--- src/hw/rtl/ttg_pkg.sv ---
package ttg_pkg;

  // Field widths and fixed-point format.
  localparam int POS_BITS  = 24;
  localparam int UV_BITS   = 20;
  localparam int NRM_BITS  = 18;
  localparam int TAN_BITS  = 18;
  localparam int FRAC_BITS = 16;

  // Internal widths, all but MAG_BITS derived from the field widths.
  localparam int EDGE_W   = POS_BITS + 1;
  localparam int UVD_W    = UV_BITS + 1;
  localparam int PROD_W   = EDGE_W + UVD_W;
  localparam int VEC_W    = PROD_W + 2;
  localparam int MAG_BITS = 30;
  localparam int SQ_W     = 2 * MAG_BITS + 2;
  localparam int SQRT_W   = SQ_W + 2;
  localparam int LEN_W    = MAG_BITS + 1;
  localparam int QUO_W    = FRAC_BITS + 1;
  localparam int NUM_W    = MAG_BITS + FRAC_BITS + 1;
  localparam int REM_W    = LEN_W + 1;
  localparam int CROSS_W  = 2 * TAN_BITS - 1;
  localparam int HPROD_W  = NRM_BITS + CROSS_W;
  localparam int DOT_W    = HPROD_W + 2;

  localparam int STEP_W     = 6;
  localparam int PAIR_IDX_W = 4;

  // Products a*b - c*d run on the shared pair multiplier.
  localparam logic [PAIR_IDX_W-1:0] PAIR_DET = 4'd0;
  localparam logic [PAIR_IDX_W-1:0] PAIR_SD0 = 4'd1;
  localparam logic [PAIR_IDX_W-1:0] PAIR_SD1 = 4'd2;
  localparam logic [PAIR_IDX_W-1:0] PAIR_SD2 = 4'd3;
  localparam logic [PAIR_IDX_W-1:0] PAIR_TD0 = 4'd4;
  localparam logic [PAIR_IDX_W-1:0] PAIR_TD1 = 4'd5;
  localparam logic [PAIR_IDX_W-1:0] PAIR_TD2 = 4'd6;
  localparam logic [PAIR_IDX_W-1:0] PAIR_W0  = 4'd7;
  localparam logic [PAIR_IDX_W-1:0] PAIR_W1  = 4'd8;
  localparam logic [PAIR_IDX_W-1:0] PAIR_W2  = 4'd9;

  // Sequencer step limits.
  localparam logic [STEP_W-1:0] PAIR_LAST  = STEP_W'(7);
  localparam logic [STEP_W-1:0] TRIO_LAST  = STEP_W'(3);
  localparam logic [STEP_W-1:0] SQRT_LAST  = STEP_W'(SQRT_W / 2);
  localparam logic [STEP_W-1:0] DIV_LAST   = STEP_W'(QUO_W + 1);

  typedef enum logic [3:0] {
    ST_COLLECT,
    ST_DELTA,
    ST_PAIR,
    ST_NLOAD,
    ST_NSHIFT,
    ST_NSQ,
    ST_NSQRT,
    ST_NDIV,
    ST_CROSS,
    ST_HAND,
    ST_EMIT
  } ttg_state_t;

  typedef struct packed {
    logic                  held_we;
    logic [1:0]            held_idx;
    logic                  delta_en;
    logic                  pair_issue;
    logic [PAIR_IDX_W-1:0] pair_issue_idx;
    logic                  pair_wr;
    logic [PAIR_IDX_W-1:0] pair_wr_idx;
    logic                  norm_sel;
    logic                  norm_load;
    logic                  norm_shift;
    logic                  sq_issue;
    logic [1:0]            sq_idx;
    logic                  sq_acc;
    logic                  sqrt_start;
    logic                  sqrt_step;
    logic                  div_start;
    logic                  div_step;
    logic                  div_wr;
    logic [1:0]            div_idx;
    logic                  hand_issue;
    logic [1:0]            hand_issue_idx;
    logic                  hand_wr;
    logic [1:0]            hand_wr_idx;
    logic [1:0]            out_idx;
  } ttg_cmd_t;

  typedef struct packed {
    logic shift_done;
  } ttg_status_t;

endpackage

--- src/hw/rtl/ttg_ctrl.sv ---
module ttg_ctrl (
  input  logic                 clk,
  input  logic                 rst,
  input  logic                 in_valid,
  output logic                 in_stall,
  output logic                 out_valid,
  input  logic                 out_stall,
  output logic [1:0]           corner,
  output logic                 last,
  input  ttg_pkg::ttg_status_t status,
  output ttg_pkg::ttg_cmd_t    cmd
);

  ttg_pkg::ttg_state_t state, state_next;
  logic [ttg_pkg::STEP_W-1:0] step, step_next;
  logic [1:0] corner_count, corner_count_next;
  logic       norm_sel, norm_sel_next;
  logic [1:0] div_idx, div_idx_next;
  logic [1:0] out_idx, out_idx_next;
  logic       in_open, in_acc, out_acc, third;

  // Corners 0 and 1 of the next triangle may be taken while results drain.
  assign in_open = (state == ttg_pkg::ST_COLLECT) ||
                   (state == ttg_pkg::ST_EMIT && corner_count < 2'd2);
  assign in_stall = !in_open;
  assign in_acc   = in_valid && in_open;
  assign out_acc  = out_valid && !out_stall;
  assign third    = corner_count >= 2'd2;

  always_ff @(posedge clk) begin
    if (rst) begin
      state        <= ttg_pkg::ST_COLLECT;
      step         <= '0;
      corner_count <= '0;
      norm_sel     <= 1'b0;
      div_idx      <= '0;
      out_idx      <= '0;
    end else begin
      state        <= state_next;
      step         <= step_next;
      corner_count <= corner_count_next;
      norm_sel     <= norm_sel_next;
      div_idx      <= div_idx_next;
      out_idx      <= out_idx_next;
    end
  end

  always_comb begin
    state_next        = state;
    step_next         = step;
    corner_count_next = corner_count;
    norm_sel_next     = norm_sel;
    div_idx_next      = div_idx;
    out_idx_next      = out_idx;
    if (in_acc) begin
      corner_count_next = third ? 2'd0 : corner_count + 2'd1;
    end
    unique case (state)
      ttg_pkg::ST_COLLECT: begin
        if (in_acc && third) begin
          state_next = ttg_pkg::ST_DELTA;
        end
      end
      ttg_pkg::ST_DELTA: begin
        state_next = ttg_pkg::ST_PAIR;
        step_next  = '0;
      end
      ttg_pkg::ST_PAIR: begin
        if (step == ttg_pkg::PAIR_LAST) begin
          state_next    = ttg_pkg::ST_NLOAD;
          norm_sel_next = 1'b0;
        end else begin
          step_next = step + 1'b1;
        end
      end
      ttg_pkg::ST_NLOAD: begin
        state_next = ttg_pkg::ST_NSHIFT;
      end
      ttg_pkg::ST_NSHIFT: begin
        if (status.shift_done) begin
          state_next = ttg_pkg::ST_NSQ;
          step_next  = '0;
        end
      end
      ttg_pkg::ST_NSQ: begin
        if (step == ttg_pkg::TRIO_LAST) begin
          state_next = ttg_pkg::ST_NSQRT;
          step_next  = '0;
        end else begin
          step_next = step + 1'b1;
        end
      end
      ttg_pkg::ST_NSQRT: begin
        if (step == ttg_pkg::SQRT_LAST) begin
          state_next   = ttg_pkg::ST_NDIV;
          step_next    = '0;
          div_idx_next = '0;
        end else begin
          step_next = step + 1'b1;
        end
      end
      ttg_pkg::ST_NDIV: begin
        if (step == ttg_pkg::DIV_LAST) begin
          step_next = '0;
          if (div_idx == 2'd2) begin
            if (!norm_sel) begin
              norm_sel_next = 1'b1;
              state_next    = ttg_pkg::ST_NLOAD;
            end else begin
              state_next = ttg_pkg::ST_CROSS;
            end
          end else begin
            div_idx_next = div_idx + 2'd1;
          end
        end else begin
          step_next = step + 1'b1;
        end
      end
      ttg_pkg::ST_CROSS: begin
        if (step == ttg_pkg::TRIO_LAST) begin
          state_next = ttg_pkg::ST_HAND;
          step_next  = '0;
        end else begin
          step_next = step + 1'b1;
        end
      end
      ttg_pkg::ST_HAND: begin
        if (step == ttg_pkg::TRIO_LAST) begin
          state_next   = ttg_pkg::ST_EMIT;
          out_idx_next = '0;
        end else begin
          step_next = step + 1'b1;
        end
      end
      ttg_pkg::ST_EMIT: begin
        if (out_acc) begin
          if (out_idx == 2'd2) begin
            state_next = ttg_pkg::ST_COLLECT;
          end else begin
            out_idx_next = out_idx + 2'd1;
          end
        end
      end
      default: begin
        state_next = ttg_pkg::ST_COLLECT;
      end
    endcase
  end

  always_comb begin
    cmd          = '0;
    out_valid    = 1'b0;
    cmd.held_we  = in_acc;
    cmd.held_idx = third ? 2'd2 : corner_count;
    cmd.norm_sel = norm_sel;
    cmd.div_idx  = div_idx;
    cmd.out_idx  = out_idx;
    unique case (state)
      ttg_pkg::ST_COLLECT: begin
      end
      ttg_pkg::ST_DELTA: begin
        cmd.delta_en = 1'b1;
      end
      ttg_pkg::ST_PAIR: begin
        cmd.pair_issue     = step < ttg_pkg::PAIR_LAST;
        cmd.pair_issue_idx = ttg_pkg::PAIR_IDX_W'(step);
        cmd.pair_wr        = step != '0;
        cmd.pair_wr_idx    = ttg_pkg::PAIR_IDX_W'(step - 1'b1);
      end
      ttg_pkg::ST_NLOAD: begin
        cmd.norm_load = 1'b1;
      end
      ttg_pkg::ST_NSHIFT: begin
        cmd.norm_shift = !status.shift_done;
      end
      ttg_pkg::ST_NSQ: begin
        cmd.sq_issue = step < ttg_pkg::TRIO_LAST;
        cmd.sq_idx   = step[1:0];
        cmd.sq_acc   = step != '0;
      end
      ttg_pkg::ST_NSQRT: begin
        cmd.sqrt_start = step == '0;
        cmd.sqrt_step  = step != '0;
      end
      ttg_pkg::ST_NDIV: begin
        cmd.div_start = step == '0;
        cmd.div_step  = step != '0 && step != ttg_pkg::DIV_LAST;
        cmd.div_wr    = step == ttg_pkg::DIV_LAST;
      end
      ttg_pkg::ST_CROSS: begin
        cmd.pair_issue     = step < ttg_pkg::TRIO_LAST;
        cmd.pair_issue_idx = ttg_pkg::PAIR_IDX_W'(ttg_pkg::PAIR_W0 + step);
        cmd.pair_wr        = step != '0;
        cmd.pair_wr_idx    = ttg_pkg::PAIR_IDX_W'(ttg_pkg::PAIR_W0 + step - 1'b1);
      end
      ttg_pkg::ST_HAND: begin
        cmd.hand_issue     = step < ttg_pkg::TRIO_LAST;
        cmd.hand_issue_idx = step[1:0];
        cmd.hand_wr        = step != '0;
        cmd.hand_wr_idx    = 2'(step - 1'b1);
      end
      ttg_pkg::ST_EMIT: begin
        out_valid = 1'b1;
      end
      default: begin
      end
    endcase
  end

  assign corner = out_idx;
  assign last   = out_idx == 2'd2;

  a_in_only_when_open: assert property (@(posedge clk) disable iff (rst)
    (in_valid && !in_stall) |-> (state == ttg_pkg::ST_COLLECT || state == ttg_pkg::ST_EMIT))
    else $error("input word taken while the datapath is busy");

  a_count_range: assert property (@(posedge clk) disable iff (rst)
    corner_count != 2'd3)
    else $error("corner count out of range");

  a_third_starts: assert property (@(posedge clk) disable iff (rst)
    (in_valid && !in_stall && corner_count == 2'd2) |=> state == ttg_pkg::ST_DELTA)
    else $error("third corner did not start the computation");

  a_emit_ends: assert property (@(posedge clk) disable iff (rst)
    (out_valid && !out_stall && out_idx == 2'd2) |=> state == ttg_pkg::ST_COLLECT)
    else $error("last result did not return to collecting");

endmodule

--- config.mk ---
export PLATFORM = sky130hd
export DESIGN_NAME = ttg_ctrl
export DESIGN_NICKNAME = d
export VERILOG_FILES = /design/src/hw/rtl/ttg_pkg.sv /design/src/hw/rtl/ttg_ctrl.sv
export SDC_FILE = /design/constraint.sdc
export NUM_CORES = 1
export LEC_CHECK = 0
export BUFFER_PORTS_ARGS = -buffer_cell sky130_fd_sc_hd__buf_2
export CAP_MARGIN = 30
export CORE_ASPECT_RATIO = 1.25
export CORE_MARGIN = 3
export CORE_UTILIZATION = 25
export CTS_CLUSTER_DIAMETER = 80
export DETAILED_ROUTE_END_ITERATION = 6
export HOLD_SLACK_MARGIN = 0.06
export RECOVER_POWER = 100
export SYNTH_ARGS = -nofsm -noshare
export SYNTH_HDL_FRONTEND = slang
export SYNTH_SLANG_ARGS = --single-unit
--- constraint.sdc ---
create_clock -name clk -period 3.7 [get_ports clk]
set_clock_uncertainty 0.05 [all_clocks]
set_input_delay 0.925 -clock clk [delete_from_list [all_inputs] [get_ports clk]]
set_output_delay 0.925 -clock clk [all_outputs]
set_load 0.02 [all_outputs]
# After elaboration in Yosys (flattened, before gate mapping)
# Cells that the tools add are included.
# W data, S select, Z words.
dict set report totals {
  wordCells 114
  input_bits 5
  out_inout_bits 41
  regBits 17
}
dict set report op_classes {
  n_eq_ne 32
  addsub 7
  n_reduce_logical 22
  magnitude_cmp 4
  muxes 43
}
# cell n
set ops {}
lappend ops {{$mux W4} 13}
lappend ops {{$pmux W4 S11} 1}
lappend ops {{$mux W6} 7}
lappend ops {{$pmux W6 S7} 1}
lappend ops {{$ne A2 B2 Y1 const B} 14}
lappend ops {{$pmux W10 S2} 1}
lappend ops {{$mux W2} 9}
lappend ops {{$eq A4 B3 Y1 const B} 4}
lappend ops {{$reduce_and A4 Y1} 4}
lappend ops {{$eq A4 B4 Y1 const B} 3}
lappend ops {{$reduce_and A11 Y1} 1}
lappend ops {{$eq A4 B2 Y1 const B} 2}
lappend ops {{$pmux W2 S2} 2}
lappend ops {{$sub A4 B1 Y4 const B} 2}
lappend ops {{$mux W1} 7}
lappend ops {{$reduce_bool A7 Y1} 1}
lappend ops {{$add A2 B1 Y2 const B} 3}
lappend ops {{$add A6 B1 Y6 const B} 1}
lappend ops {{$eq A6 B2 Y1 const B} 1}
lappend ops {{$eq A6 B3 Y1 const B} 1}
lappend ops {{$eq A6 B5 Y1 const B} 1}
lappend ops {{$eq A6 B6 Y1 const B} 1}
lappend ops {{$logic_not A6 Y1} 1}
lappend ops {{$lt A6 B2 Y1 const B} 1}
lappend ops {{other kinds (17)} 26}

# Depth between registers and ports, before layout
dict set report logic_depth {
  depth_word 7
  ltp_mapped 8
  ltp_nobuf 8
}

# Least setup slack after synthesis
# No wires, ideal clock.
dict set report synth_timing {
  kind {flip-flop to output port}
  startpoint {register step[0] (netlist bit)}
  endpoint {output port cmd[25] (netlist bit)}
  stages_incl_launch_ff 8
  path_slack_ps 944
  n_path_buf 1
  required_time_ps 2725
  arrival_time_ps 1781
  cell_sequence {dfxtp_1 clkbuf_1 inv_1 ha_1 xnor2_1 nand3_1 xor2_1 o22ai_1}
}
# element line_no
set synth_lines {}
lappend synth_lines {{start: declaration} ttg_ctrl.sv:15} ;# logic [ttg_pkg::STEP_W-1:0] step, step_next;
lappend synth_lines {{start signal: assignment} ttg_ctrl.sv:40} ;# step <= step_next;
lappend synth_lines {{end: declaration} ttg_ctrl.sv:11} ;# output ttg_pkg::ttg_cmd_t cmd

==> run summary <==
period utilization: 0.919
crit path time final: 3.40 ns
CTS tree: done
die height: 97.0 um
CP required: 2.72 ns
vias in the first global route: 1625
Warnings, synthesis: 0
Final ANT Viol Nets: 0
clk buf depth: 2
root buf cell: clkbuf_8
status: complete, no violations
wirelength, routed: 4690 um
Post-CTS Setup Repair Bufs: 0
# rows: 32
largest net degree at the start of global routing: 22
routability congestion estimate: 0.899
Hold Crit Start: corner_count[0]$_SDFFE_PP0N_
Synth async-reset ratio: 0
I/O pins: 46
Power per Cell Area: 308 mW/mm^2
crit path max fanout: 14
Rel. slew slack: 0.534
synth unique cells: 61
max-slew violation count: 0
nature of the critical path startpoint: register
Layout Nets: 267
vias per inst: 5.06
post-synthesis cell count: 223
area grow syn2layout: 11.5%
synthesized area: 0.00166 mm^2
DRC violations left: 0
DRT Pass-1 Iters: 4
Final Hold Viols: 0
setup TNS: 0 ns
P_leak: 0.648 nW
cts hold-fix bufs: 0
Port Buf Inserts: 45
initial antenna violation count: 0
Max-Cap Viols: 0
RR Startpoint: step[0]$_SDFFE_PP0P_
HPWL Detailed: 3550 um
Main synth FF type: dfxtp_1
Post-synth EDFFs: 0
DR WL/cell: 13.9 um
Synth Register Bits: 17
gr ovfl total: 0
Worst-Margin Slew: 0.696 ns
Critical Path AT: 2.42 ns
register area: 340 um^2
Vias: 1704
clk_lat worst skew: 0.26 ns
worst hold path class: register to register
critical path class: register to primary output
clk slew on worst S/H paths: 0.07 ns
multi-input logic area: 0.00112 mm^2
number of fill cells: 739
crit path from: step[2]$_SDFFE_PP0P_
initial DRC count: 98
Critical Path Sink Type: primary output
number of setup violations in the final report: 0
total track usage: 0.127
syn nets: 237
register area share after synthesis: 0.206
Inst Count DP: 333
Mean Syn Cell Area: 7.42 um^2
Die Wd: 78.8 um
core area: 0.00629 mm^2
TritonCTS buffer count: 3
fmax: 0.294 GHz
CTS Sinks: 17
Max IR drop VDD: 112 uV
first-pass GRT wire length: 8050 um
PostCTS Resize Cnt: 0
Initial Util: 0.263
layout cells sized above 1: 0.0794
non-filler instance count after layout: 337
die area: 0.00764 mm^2
H-tree depth: 1
antenna cells: 0
RSZ-0062 raised after global routing: no
power by group:
part	total, W	internal [W]	switching, W
registers	0.000223	0.000193	0.0000295
clock network	0.000144	0.0000749	0.0000692
logic	0.000201	0.0000769	0.000125
total	0.000568	0.000345	0.000223
Yosys cell counts (3+ instances only):
cell / instances / share of area
nor3_1: 4 / 0.012
mux2i_1: 3 / 0.018
ha_1: 9 / 0.068
clkbuf_1: 8 / 0.018
nand2_1: 24 / 0.054
dfxtp_1: 17 / 0.21
o22ai_1: 6 / 0.023
nand3_1: 4 / 0.012
or3_1: 7 / 0.026
nor4_1: 3 / 0.011
buf_2: 6 / 0.018
a31oi_1: 5 / 0.019
a21oi_1: 14 / 0.042
nand2b_1: 5 / 0.019
buf_4: 4 / 0.018
inv_1: 14 / 0.032
nor2_1: 27 / 0.061
o21ai_0: 7 / 0.021
sequential cells by signal, summed over array words and instances (netlist names):
signal,cells
step,6
state,4
corner,2
corner_count,2
div_idx,2
norm_sel,1
critical path: stages (launching register included):
cell and delay, ns:
dfxtp_1 0.61, clkinv_1 0.43, ha_1 0.31, nand2_1 0.06, nand2_1 0.06, xor2_1 0.27, xor2_1 0.18, o22ai_1 0.08
clkbuf_2 0.16
layer usage:
layer  global-route usage  vias to the layer above  wire, um
li1                     -                      851         -
met4               0.0390                        0        63
met5                    0                        -         0
met2                0.199                       50      2210
met1                0.175                      799      2160
met3               0.0214                        4       253
path summary, 6_finish.rpt:
kind	slack, ns	to	cells past startpoint
worst min register to register	0.43	corner_count[0]$_SDFFE_PP0N_	2
worst max-delay path	0.30	cmd[25]	8
worst min-delay path	0.43	corner_count[0]$_SDFFE_PP0N_	2
worst max register to register	0.78	step[3]$_SDFFE_PP0P_	7
through the flow:
stage	hold slack, ns	instance area [um^2]	worst slack [ns]	util	total power [W]
after global routing	0.456	1850	0.0301	0.294	0.000610
after global placement	0.403	1870	0.676	0.298	0.000446
after floorplan	0.384	1660	0.944	-	0.000406
after CTS	0.434	1920	0.308	0.306	0.000594
after detailed placement	0.423	1870	0.593	0.298	0.000449
final	0.428	1850	0.301	0.294	0.000568
area by class of cell:
cell class,instances,share of cell area
timing repair buffer,45,0.0956
tap,85,0.0576
sequential,17,0.184
multi-input combinational,171,0.607
clock buffer,3,0.0224
inverter,15,0.0305
clock inverter,1,0.00271
placed cells by master (no fill, tap or decap), types with 2 or more instances in the layout:
master | netlist | final
and2_1 | 2 | 2
o22ai_1 | 6 | 6
dfxtp_1 | 17 | 17
nand2_1 | 24 | 24
a31oi_1 | 5 | 6
and3_1 | 2 | 2
nor4_1 | 3 | 3
nor3_1 | 4 | 4
a41o_1 | 2 | 2
clkbuf_1 | 8 | 39
o21ai_0 | 7 | 7
xor2_1 | 2 | 2
nor4b_1 | 2 | 2
nand4_1 | 2 | 2
or4bb_1 | 2 | 2
nand3_1 | 4 | 4
nor2_1 | 27 | 27
nand2b_1 | 5 | 5
a21oi_1 | 14 | 14
a22oi_1 | 2 | 2
mux2i_1 | 3 | 3
inv_1 | 14 | 14
ha_1 | 9 | 9
buf_2 | 6 | 5
a211oi_1 | 2 | 3
nor2b_1 | 2 | 2
a41oi_1 | 2 | 2
or3_1 | 7 | 7
clkbuf_8 | 0 | 3
logic make-up (layout without fill, tap and decap cells):
family,count (synthesis),in the layout,share of synthesized area
AND/OR/NAND/NOR,97,97,0.321
AO/OA/AOI/OAI,58,58,0.260
XOR/XNOR,3,3,0.0159
multiplexers,4,4,0.0272
buffers and inverters,35,64,0.102
flip-flops,17,17,0.206
adder cells (fa/ha/maj),9,9,0.0680
(Power assumes the default switching activity.)
